### src/pasv_pkg.sv
package pasv_pkg;

  localparam logic [7:0] ChOpen  = 8'h28;
  localparam logic [7:0] ChClose = 8'h29;
  localparam logic [7:0] ChComma = 8'h2c;
  localparam logic [7:0] ChSpace = 8'h20;
  localparam logic [7:0] ChTab   = 8'h09;
  localparam logic [7:0] ChCr    = 8'h0d;
  localparam logic [7:0] ChLf    = 8'h0a;
  localparam logic [7:0] ChZero  = 8'h30;
  localparam logic [7:0] ChNine  = 8'h39;

  localparam int unsigned NumMax   = 255;
  localparam int unsigned NumSat   = 256;
  localparam int unsigned NumCount = 6;
  localparam int unsigned NumBase  = 10;

  localparam logic [2:0] LastIndex = 3'(NumCount - 1);
  localparam logic [2:0] PortHiIdx = 3'd4;
  localparam logic [8:0] SatValue  = 9'(NumSat);
  localparam logic [8:0] MaxValue  = 9'(NumMax);

  typedef enum logic [5:0] {
    PH_SEARCH    = 6'b000001,
    PH_PRE_NUM   = 6'b000010,
    PH_IN_NUM    = 6'b000100,
    PH_PRE_CLOSE = 6'b001000,
    PH_AFTER     = 6'b010000,
    PH_BAD       = 6'b100000
  } phase_t;

  typedef struct packed {
    phase_t      phase;
    logic [2:0]  number_index;
    logic [8:0]  digit_value;
    logic [31:0] address_acc;
    logic [15:0] port_acc;
  } parse_state_t;

  localparam parse_state_t StateReset = '{
    phase:        PH_SEARCH,
    number_index: 3'd0,
    digit_value:  9'd0,
    address_acc:  32'd0,
    port_acc:     16'd0
  };

endpackage

### src/pasv_if.sv
interface pasv_text_if;
  logic       valid;
  logic       ready;
  logic [7:0] text_byte;
  logic       final_byte;

  modport source (output valid, output text_byte, output final_byte, input ready);
  modport sink (input valid, input text_byte, input final_byte, output ready);
endinterface

interface pasv_result_if;
  logic        valid;
  logic        ready;
  logic        status;
  logic [31:0] host_address;
  logic [15:0] port_number;

  modport source (output valid, output status, output host_address, output port_number,
                  input ready);
  modport sink (input valid, input status, input host_address, input port_number,
                output ready);
endinterface

### src/pasv_parse_step.sv
module pasv_parse_step (
  input  pasv_pkg::parse_state_t st,
  input  logic [7:0]             text_byte,
  output pasv_pkg::parse_state_t st_next
);
  import pasv_pkg::*;

  logic        is_digit;
  logic        is_blank;
  logic        is_space_any;
  logic [3:0]  digit;
  logic [11:0] acc_wide;
  logic        num_ok;
  parse_state_t fin;

  assign is_digit     = (text_byte >= ChZero) && (text_byte <= ChNine);
  assign is_blank     = (text_byte == ChSpace) || (text_byte == ChTab);
  assign is_space_any = is_blank || (text_byte == ChCr) || (text_byte == ChLf);
  assign digit        = text_byte[3:0];
  assign acc_wide     = 12'(st.digit_value) * 12'(NumBase) + 12'(digit);
  assign num_ok       = st.digit_value <= MaxValue;

  // state after closing the current number
  always_comb begin
    fin = st;
    fin.digit_value = 9'd0;
    if (st.number_index < PortHiIdx) begin
      fin.address_acc = {st.address_acc[23:0], st.digit_value[7:0]};
    end else if (st.number_index == PortHiIdx) begin
      fin.port_acc = {st.digit_value[7:0], 8'd0};
    end else begin
      fin.port_acc = {st.port_acc[15:8], st.digit_value[7:0]};
    end
  end

  always_comb begin
    st_next = st;
    unique case (st.phase)
      PH_SEARCH: begin
        if (text_byte == ChOpen) st_next.phase = PH_PRE_NUM;
      end
      PH_PRE_NUM: begin
        if (is_digit) begin
          st_next.digit_value = 9'(digit);
          st_next.phase = PH_IN_NUM;
        end else if (!is_blank) begin
          st_next.phase = PH_BAD;
        end
      end
      PH_IN_NUM: begin
        if (is_digit) begin
          st_next.digit_value = (acc_wide > 12'(NumSat)) ? SatValue : acc_wide[8:0];
        end else if (st.number_index < LastIndex) begin
          if (text_byte == ChComma && num_ok) begin
            st_next = fin;
            st_next.number_index = st.number_index + 3'd1;
            st_next.phase = PH_PRE_NUM;
          end else begin
            st_next.phase = PH_BAD;
          end
        end else begin
          if (text_byte == ChClose && num_ok) begin
            st_next = fin;
            st_next.phase = PH_AFTER;
          end else if (is_space_any && num_ok) begin
            st_next = fin;
            st_next.phase = PH_PRE_CLOSE;
          end else begin
            st_next.phase = PH_BAD;
          end
        end
      end
      PH_PRE_CLOSE: begin
        if (text_byte == ChClose) st_next.phase = PH_AFTER;
        else if (!is_space_any) st_next.phase = PH_BAD;
      end
      PH_AFTER: begin
        if (!is_space_any) st_next.phase = PH_BAD;
      end
      default: st_next.phase = PH_BAD;
    endcase
  end

endmodule

### src/pasv_reply_address_parser.sv
// Parses the text of a passive-mode reply, one character per beat on the text
// channel, and gives one result beat after the beat flagged final_byte: status 0
// with the host address and port, or status 1 with both zero when the text is
// malformed. The parse state is updated from the accepted beat by one step of
// logic, and the result sits in an output register, so text is taken every cycle
// unless a result is waiting and the result side is stalled. After a final beat
// the parser starts fresh on the next text.
module pasv_reply_address_parser (
  input  logic                 clk,
  input  logic                 rst,
  pasv_text_if.sink            text,
  pasv_result_if.source        result
);
  import pasv_pkg::*;

  parse_state_t st;
  parse_state_t st_next;
  logic         text_accept;
  logic         ok;

  pasv_parse_step u_step (
    .st        (st),
    .text_byte (text.text_byte),
    .st_next   (st_next)
  );

  assign text.ready  = !result.valid || result.ready;
  assign text_accept = text.valid && text.ready;
  assign ok          = st_next.phase == PH_AFTER;

  always_ff @(posedge clk) begin
    if (rst) begin
      st <= StateReset;
      result.valid <= 1'b0;
    end else begin
      if (text_accept && text.final_byte) begin
        result.valid <= 1'b1;
      end else if (result.ready) begin
        result.valid <= 1'b0;
      end
      if (text_accept) begin
        if (text.final_byte) begin
          st <= StateReset;
        end else begin
          st <= st_next;
        end
      end
    end
  end

  always_ff @(posedge clk) begin
    if (text_accept && text.final_byte) begin
      result.status       <= !ok;
      result.host_address <= ok ? st_next.address_acc : 32'd0;
      result.port_number  <= ok ? st_next.port_acc : 16'd0;
    end
  end

  a_final_gives_result: assert property (@(posedge clk) disable iff (rst)
    text_accept && text.final_byte |=> result.valid)
    else $error("final beat gave no result");

  a_no_result_midtext: assert property (@(posedge clk) disable iff (rst)
    text_accept && !text.final_byte |=> !$rose(result.valid))
    else $error("result without final beat");

  a_restart_after_final: assert property (@(posedge clk) disable iff (rst)
    text_accept && text.final_byte |=> st.phase == PH_SEARCH && st.number_index == 3'd0)
    else $error("parser not restarted after final beat");

  a_bad_is_zero: assert property (@(posedge clk) disable iff (rst)
    result.valid && result.status |-> result.host_address == 32'd0 &&
      result.port_number == 16'd0)
    else $error("malformed result carries data");

  a_index_range: assert property (@(posedge clk) disable iff (rst)
    st.number_index <= LastIndex)
    else $error("number index out of range");

endmodule
### src/flat_wrapper.sv
// flat-port wrapper written by rule: the top's interface ports become plain ports
module pasv_reply_address_parser_flat import pasv_pkg::*;
  (clk, rst, text_valid, text_text_byte, text_final_byte, text_ready, result_valid, result_status, result_host_address, result_port_number, result_ready);
  pasv_text_if text_i ();
  pasv_result_if result_i ();
  input  logic clk;
  input  logic rst;
  input wire logic [$bits(text_i.valid)-1:0] text_valid;
  input wire logic [$bits(text_i.text_byte)-1:0] text_text_byte;
  input wire logic [$bits(text_i.final_byte)-1:0] text_final_byte;
  output wire logic [$bits(text_i.ready)-1:0] text_ready;
  output wire logic [$bits(result_i.valid)-1:0] result_valid;
  output wire logic [$bits(result_i.status)-1:0] result_status;
  output wire logic [$bits(result_i.host_address)-1:0] result_host_address;
  output wire logic [$bits(result_i.port_number)-1:0] result_port_number;
  input wire logic [$bits(result_i.ready)-1:0] result_ready;
  assign text_i.valid = text_valid;
  assign text_i.text_byte = text_text_byte;
  assign text_i.final_byte = text_final_byte;
  assign text_ready = text_i.ready;
  assign result_valid = result_i.valid;
  assign result_status = result_i.status;
  assign result_host_address = result_i.host_address;
  assign result_port_number = result_i.port_number;
  assign result_i.ready = result_ready;
  pasv_reply_address_parser u_core (.clk(clk), .rst(rst), .text(text_i), .result(result_i));
endmodule
### config.mk
export PLATFORM = sky130hd
export DESIGN_NAME = pasv_reply_address_parser_flat
export DESIGN_NICKNAME = d
export VERILOG_FILES = /design/src/pasv_pkg.sv /design/src/pasv_if.sv /design/src/pasv_parse_step.sv /design/src/pasv_reply_address_parser.sv /design/src/flat_wrapper.sv
export SDC_FILE = /design/constraint.sdc
export NUM_CORES = 1
export LEC_CHECK = 0
export BUFFER_PORTS_ARGS = -buffer_cell sky130_fd_sc_hd__buf_2
export CAP_MARGIN = 30
export CORE_MARGIN = 3
export CORE_UTILIZATION = 45
export CTS_CLUSTER_SIZE = 16
export DETAILED_ROUTE_END_ITERATION = 10
export HOLD_SLACK_MARGIN = 0.02
export MAX_ROUTING_LAYER = met4
export PLACE_DENSITY = 0.7
export REMOVE_ABC_BUFFERS = 1
export SLEW_MARGIN = 20
export SYNTH_ARGS = -nofsm -noshare
export SYNTH_HDL_FRONTEND = slang
export SYNTH_SLANG_ARGS = --single-unit
### constraint.sdc
create_clock -name clk -period 5.05 [get_ports clk]
set_clock_uncertainty 0.1 [all_clocks]
set_input_delay 0.2525 -clock clk [delete_from_list [all_inputs] [get_ports clk]]
set_output_delay 0.2525 -clock clk [all_outputs]
set_load 0.01 [all_outputs]
After elaboration in Yosys (flattened, before gate mapping)
Cells that the tools add are included.
{ "classes": {"n_addsub": 2, "n_mul": 1, "magnitude_cmp": 6, "eq_ne": 18, "n_mux": 26, "n_reduce_logical": 19} }
{ "op_table": {"columns": ["op", "n"], "rows": [
  ["$mux W66", 3],
  ["$mux W48", 2],
  ["$mux W60", 1],
  ["$mux W57", 1],
  ["$mux W6", 7],
  ["$mux W9", 4],
  ["$eq A8 B6 Y1 const B", 4],
  ["$mux W16", 2],
  ["$mux W32", 1],
  ["$pmux W6 S5", 1],
  ["$eq A8 B4 Y1 const B", 3],
  ["$pmux W9 S2", 1],
  ["$add A12 B4 Y12", 1],
  ["$eq A6 B5 Y1 const B", 2],
  ["$gt A12 B9 Y1 const B", 1],
  ["$mul A9 B3 Y11 const B", 1],
  ["$reduce_and A5 Y1", 2],
  ["$le A9 B8 Y1 const B", 1],
  ["$ge A8 B6 Y1 const B", 1],
  ["$le A8 B6 Y1 const B", 1],
  ["$reduce_bool A2 Y1", 4],
  ["$eq A6 B1 Y1 const B", 1],
  ["$eq A6 B2 Y1 const B", 1],
  ["$eq A6 B3 Y1 const B", 1],
  ["other kinds (14)", 25]
]} }
{ "word_totals": {"ff_bits": 116, "in_bits": 13, "output_inout_bits": 51, "word_cells": 81} }

Longest topological paths before layout
{ "logic_depth": {"word_depth": 12, "ltp_mapped": 10, "depth_no_buf": 10} }

Cells and area by module
A second synthesis with hierarchy kept.
{ "unflattened": {"cells_unflattened": 708, "hier_area_um2": 6810.3} }
{ "by_module_without_submodules": {"columns": ["mod", "instances", "cells_per_inst", "area_each_um2", "seq_area_each_um2"], "rows": [
  ["pasv_reply_address_parser", 1, 420, 4614.4, 2812.7],
  ["pasv_parse_step", 1, 288, 2195.9, 0.0]
]} }

Worst setup path after synthesis
Ideal clock, no wire load.
{ "synth_path": {"kind": "register -> register", "from": "register u_core.st[49] (netlist name)", "to": "register u_core.st[48] (netlist name)", "setup_time_ns": 0.070, "t_arrival_ns": 3.006, "required_time_ns": 4.880, "setup_slack_ns": 1.874, "stages_incl_launch_ff": 10, "path_buffers": 0, "synth_period_minus_slack_ns": 3.176, "cell_sequence": "dfxtp_1 -> ha_1 -> ha_1 -> fa_1 -> nand2_1 -> or3_4 -> or4_4 -> nor4_2 -> a31oi_2 -> o21ai_1"} }
{ "synth_via": {"elab_chain_cells": 7, "word_cells_on_any_way": 16, "classes_between": "add/sub: 1; mul: 1; order compare: 2; eq/ne: 2; mux: 6; reduce/logical: 4"} }
{ "synth_lines": {"columns": ["item", "line_no", "text"], "rows": [
  ["$mul A9 B3 Y11 / $le A9 B8 Y1 (equally long branches)", "pasv_parse_step.sv:20, pasv_parse_step.sv:21", null],
  ["$add A12 B4 Y12 / $logic_and A1 B1 Y1 (equally long branches)", "pasv_parse_step.sv:20, pasv_parse_step.sv:62", null],
  ["$gt A12 B9 Y1 / $mux W66 (equally long branches)", "pasv_parse_step.sv:52, pasv_parse_step.sv:62", null],
  ["$mux W9 / $mux W66 (equally long branches)", "pasv_parse_step.sv:52, pasv_parse_step.sv:53", null],
  ["$mux W9", "pasv_parse_step.sv:51", "if (is_digit) begin"],
  ["$pmux W9 S2", "pasv_parse_step.sv:38", "unique case (st.phase)"],
  ["$mux W66", "pasv_reply_address_parser.sv:42", "if (text.final_byte) begin"]
]} }
Several ways; a longest one is shown, not always the timed one. The select of a mux whose other input is x is not followed.
A chain may end at the register's enable or synchronous reset.

Final worst setup path
{ "layout_path": {"from": "register u_core.st[49] (netlist name)", "to": "register u_core.st[49] (netlist name)"} }
{ "layout_via": {"elab_chain_cells": 7, "word_cells_on_any_way": 16, "classes_between": "add/sub: 1; mul: 1; order compare: 2; eq/ne: 2; mux: 6; reduce/logical: 4"} }
{ "layout_lines": {"columns": ["item", "line_no"], "rows": [
  ["$mul A9 B3 Y11 / $le A9 B8 Y1 (equally long branches)", "pasv_parse_step.sv:20, pasv_parse_step.sv:21"],
  ["$add A12 B4 Y12 / $logic_and A1 B1 Y1 (equally long branches)", "pasv_parse_step.sv:20, pasv_parse_step.sv:62"],
  ["$gt A12 B9 Y1 / $mux W66 (equally long branches)", "pasv_parse_step.sv:52, pasv_parse_step.sv:62"],
  ["$mux W9 / $mux W66 (equally long branches)", "pasv_parse_step.sv:52, pasv_parse_step.sv:53"],
  ["$mux W9", "pasv_parse_step.sv:51"],
  ["$pmux W9 S2", "pasv_parse_step.sv:38"],
  ["$mux W66", "pasv_reply_address_parser.sv:42"]
]} }
Several ways; a longest one is shown, not always the timed one. The select of a mux whose other input is x is not followed.

==> key figures <==
Detailed routing
  • Vias post-DR: 4938
  • First-pass DRT Iterations: 5
  • Starting DRC count in detailed routing: 347
  • Drc violations: 0
  • Wire length per cell: 16.3 um
  • Total Routed Length: 13900 um
  • ANT nets after route: 0
  • DR vias/cell: 5.80

STA
  • Fin. max-slew vios: 0
  • Worst slew pin tran: ~0.79 ns
  • # setup viols final: 0
  • Final Hold Viols: 0
  • Fin worst setup slack: 1.50 ns
  • WHS: 0.0832 ns
  • Fmax: 282 MHz
  • Tcrit/Tclk final: between 70% and 80%
  • RSZ-0062 raised after global routing: false
  • Fin crit period: 3.55 ns
  • Slew HR: 46.6%
  • TNS Setup: 0 ns

Place
  • Placed Instances: 819
  • I/O Buffers: 63
  • Post-DP HPWL: about 9000 um
  • DP Worst Slack: 1.53 ns
  • Placer Congestion: 0.896

Die
  • Full die area: around 14000 sq um
  • Die Wd: 120 um
  • Die Y: 120 um
  • FP Rows: 41
  • Core area: 12700 sq um
  • Starting density of the core: 46.3%
  • IO Pins: 64

Global routing
  • Initial antenna violation count: 0
  • First-pass GRT wire length: 23000 um
  • Vias in the first global route: 4665
  • GRT Overall Usage: 20.3%
  • Remaining global-route overflow: 0
  • Largest net degree at the start of global routing: 36

Critical path
  • Crit start category: register
  • Critical path peak fanout: 10
  • R2R cell count: 9
  • Critical path capture point type: register
  • Req. time, crit path: 5.29 ns
  • WP data arrival: about 3.8 ns
  • Crit path kind: register to register

Cells and area
  • Antenna diodes: 0
  • Nets@finish: 701
  • Share of layout cells above drive strength 1: 17.5%
  • FILL cells: ~1100
  • Layout Cells excl Fill: 852
  • Multi-input gate area: 2860 sq um
  • Register area: 2810 sq um
  • Syn-to-layout area delta: 17.9%

Synthesis
  • Sequential share of the synthesized area: 47.9%
  • XOR/XNOR Fraction of Synth Area: 2.30%
  • Cell variety after synth: 65
  • Post-synth EDFFs: 49
  • Top FF cell, synth: dfxtp_1
  • Post-Syn Area: a little under 6000 sq um
  • Avg Inst Size Synth: about 9.5 sq um
  • Mux cell area share after synthesis: 0.512%
  • Synth top area cells: edfxtp_1, dfxtp_1, nand2_1, a21oi_1, a22o_1
  • Area fraction in compound gates after synthesis: 20.3%
  • FF+latch count, synth: 116
  • Biggest area consumer among synthesized cells: edfxtp_1
  • Async S/R FF share, synth: 0%
  • Simple logic cell fraction of the synthesized area: 20.6%
  • Syn. warnings: 0
  • Syn Inst Count: 615
  • Adder-Cell Fraction of Synth Area: 4.73%
  • Post-synth top area share: 25.1%
  • Largest family of logic cells by synthesized area: simple AND/OR/NAND/NOR gates

Status
  • Status: finished clean

Pwr
  • Maximum VDD drop: 0.000244 V
  • Lkg Pwr: 0.00242 uW
  • Pwr dens: 340 nW/um^2

Clock tree
  • Clock Latency Late Sink: 0.41 ns
  • # Post-CTS Setup Buffers: 0
  • Clock transition at the registers of the reported paths: 0.05 ns
  • Clock buffer depth: 2
  • Num Clock Sinks: 116
  • Cts hold-fix bufs: 0
  • Clk root buf: clkbuf_16
  • CTS tree: built
  • Post-CTS sizing: 0
  • H-tree depth: 4
  • CTS buffer count: 17

Hold path
  • Min-Delay Path Class: input port to register
  • Hold path cells: 3

Flow run
  • Max-cap viol count: 0
## synthesized netlist by cell type (4+ instances only)
library cell  number
nor4_1             8
buf_2             16
o21ai_0           10
edfxtp_1          49
nand3_1           18
nand4b_1           8
clkbuf_1          20
xnor2_1            8
nor2_1            22
a22o_1            40
a31oi_1            9
a22oi_1            4
ha_1              19
o21ai_1           12
nand3b_1          13
nand4_1            6
nor3_1             9
dfxtp_1           67
or3_1              6
nand2b_1           5
nand2_1          117
a21oi_1           71
inv_1              9
## layout by cell type, fill, tap and decap left out, types with 4 or more instances in the layout
cell | Yosys | layout
buf_2 | 16 | 63
a31oi_1 | 9 | 9
a22oi_1 | 4 | 4
edfxtp_1 | 49 | 49
nand2b_1 | 5 | 5
o21ai_0 | 10 | 10
xnor2_1 | 8 | 8
inv_1 | 9 | 8
bufinv_16 | 0 | 4
a22o_1 | 40 | 40
nand3b_1 | 13 | 13
clkbuf_16 | 0 | 17
o21ai_2 | 3 | 4
a21oi_1 | 71 | 70
ha_1 | 19 | 19
nand4_1 | 6 | 6
buf_4 | 0 | 5
nor3_1 | 9 | 9
o21ai_1 | 12 | 11
or3_1 | 6 | 6
nand2_1 | 117 | 117
nand4b_1 | 8 | 8
nor4_1 | 8 | 8
dfxtp_1 | 67 | 67
nand3_1 | 18 | 18
nor2_1 | 22 | 22
## path summary, 6_finish.rpt
check	startpoint	endpoint	slack [ns]
hold reg to reg	u_core.st[45]	u_core.st[45]	0.38
setup / recovery	u_core.st[49]	u_core.st[49]	1.50
setup reg to reg	u_core.st[49]	u_core.st[49]	1.50
hold / removal	result_ready	u_core.result.valid	0.08
## report_power, final
part | total, uW | switching, uW | internal [uW]
logic | 106 | 71.6 | 34.0
clock network | 1250 | 402 | 846
registers | 1000 | 7.44 | 994
total | 2360 | 481 | 1870
## stage by stage
stage	util [%]	area, sq um	total power [uW]
after global placement	49.5	6270	1120
after global routing	54.6	6920	2430
after floorplan	-	5690	1080
after CTS	54.6	6920	2370
after detailed placement	49.7	6300	1130
final	54.6	6920	2360
## layer usage
metal,part of all wire [%],global-route usage [%]
met5,0,-
met3,5.2,4.54
met1,45,26.1
met2,48,32.3
met4,1.5,6.51
## kinds of logic (layout without fill, tap and decap cells)
| kind of cell | Yosys count | after routing |
|---|---|---|
| xor+xnor | 13 | 13 |
| fa+ha+maj | 21 | 21 |
| buf+inv | 48 | 113 |
| compound gates | 180 | 180 |
| mux | 3 | 3 |
| simple gates | 234 | 234 |
| flops | 116 | 116 |
## critical path: stages (launching register included)
cell     delay (ns)
dfxtp_1        0.55
ha_1           0.30
ha_1           0.25
fa_1           0.60
nand2_1        0.14
or3_4          0.40
or4_4          0.53
o21ai_1        0.17
a31oi_2        0.22
o21ai_1        0.21
## cell type report
type                    instances  share of cell area (%)
well taps                     172                    3.11
repair buffers                 71                    5.51
multi-input cells             451                    41.3
flip-flops and latches        116                    40.6
clock inverters                10                    2.24
clock buffers                  22                    6.71
inverters                      10                   0.542
## sequential cells by signal (all words and copies together), names as in the netlist
register and count:
u_core.result.valid 1, u_core.result.host_address 32, u_core.result.port_number 16, u_core.result.status 1, u_core.st 66
(Power assumes the default switching activity.)
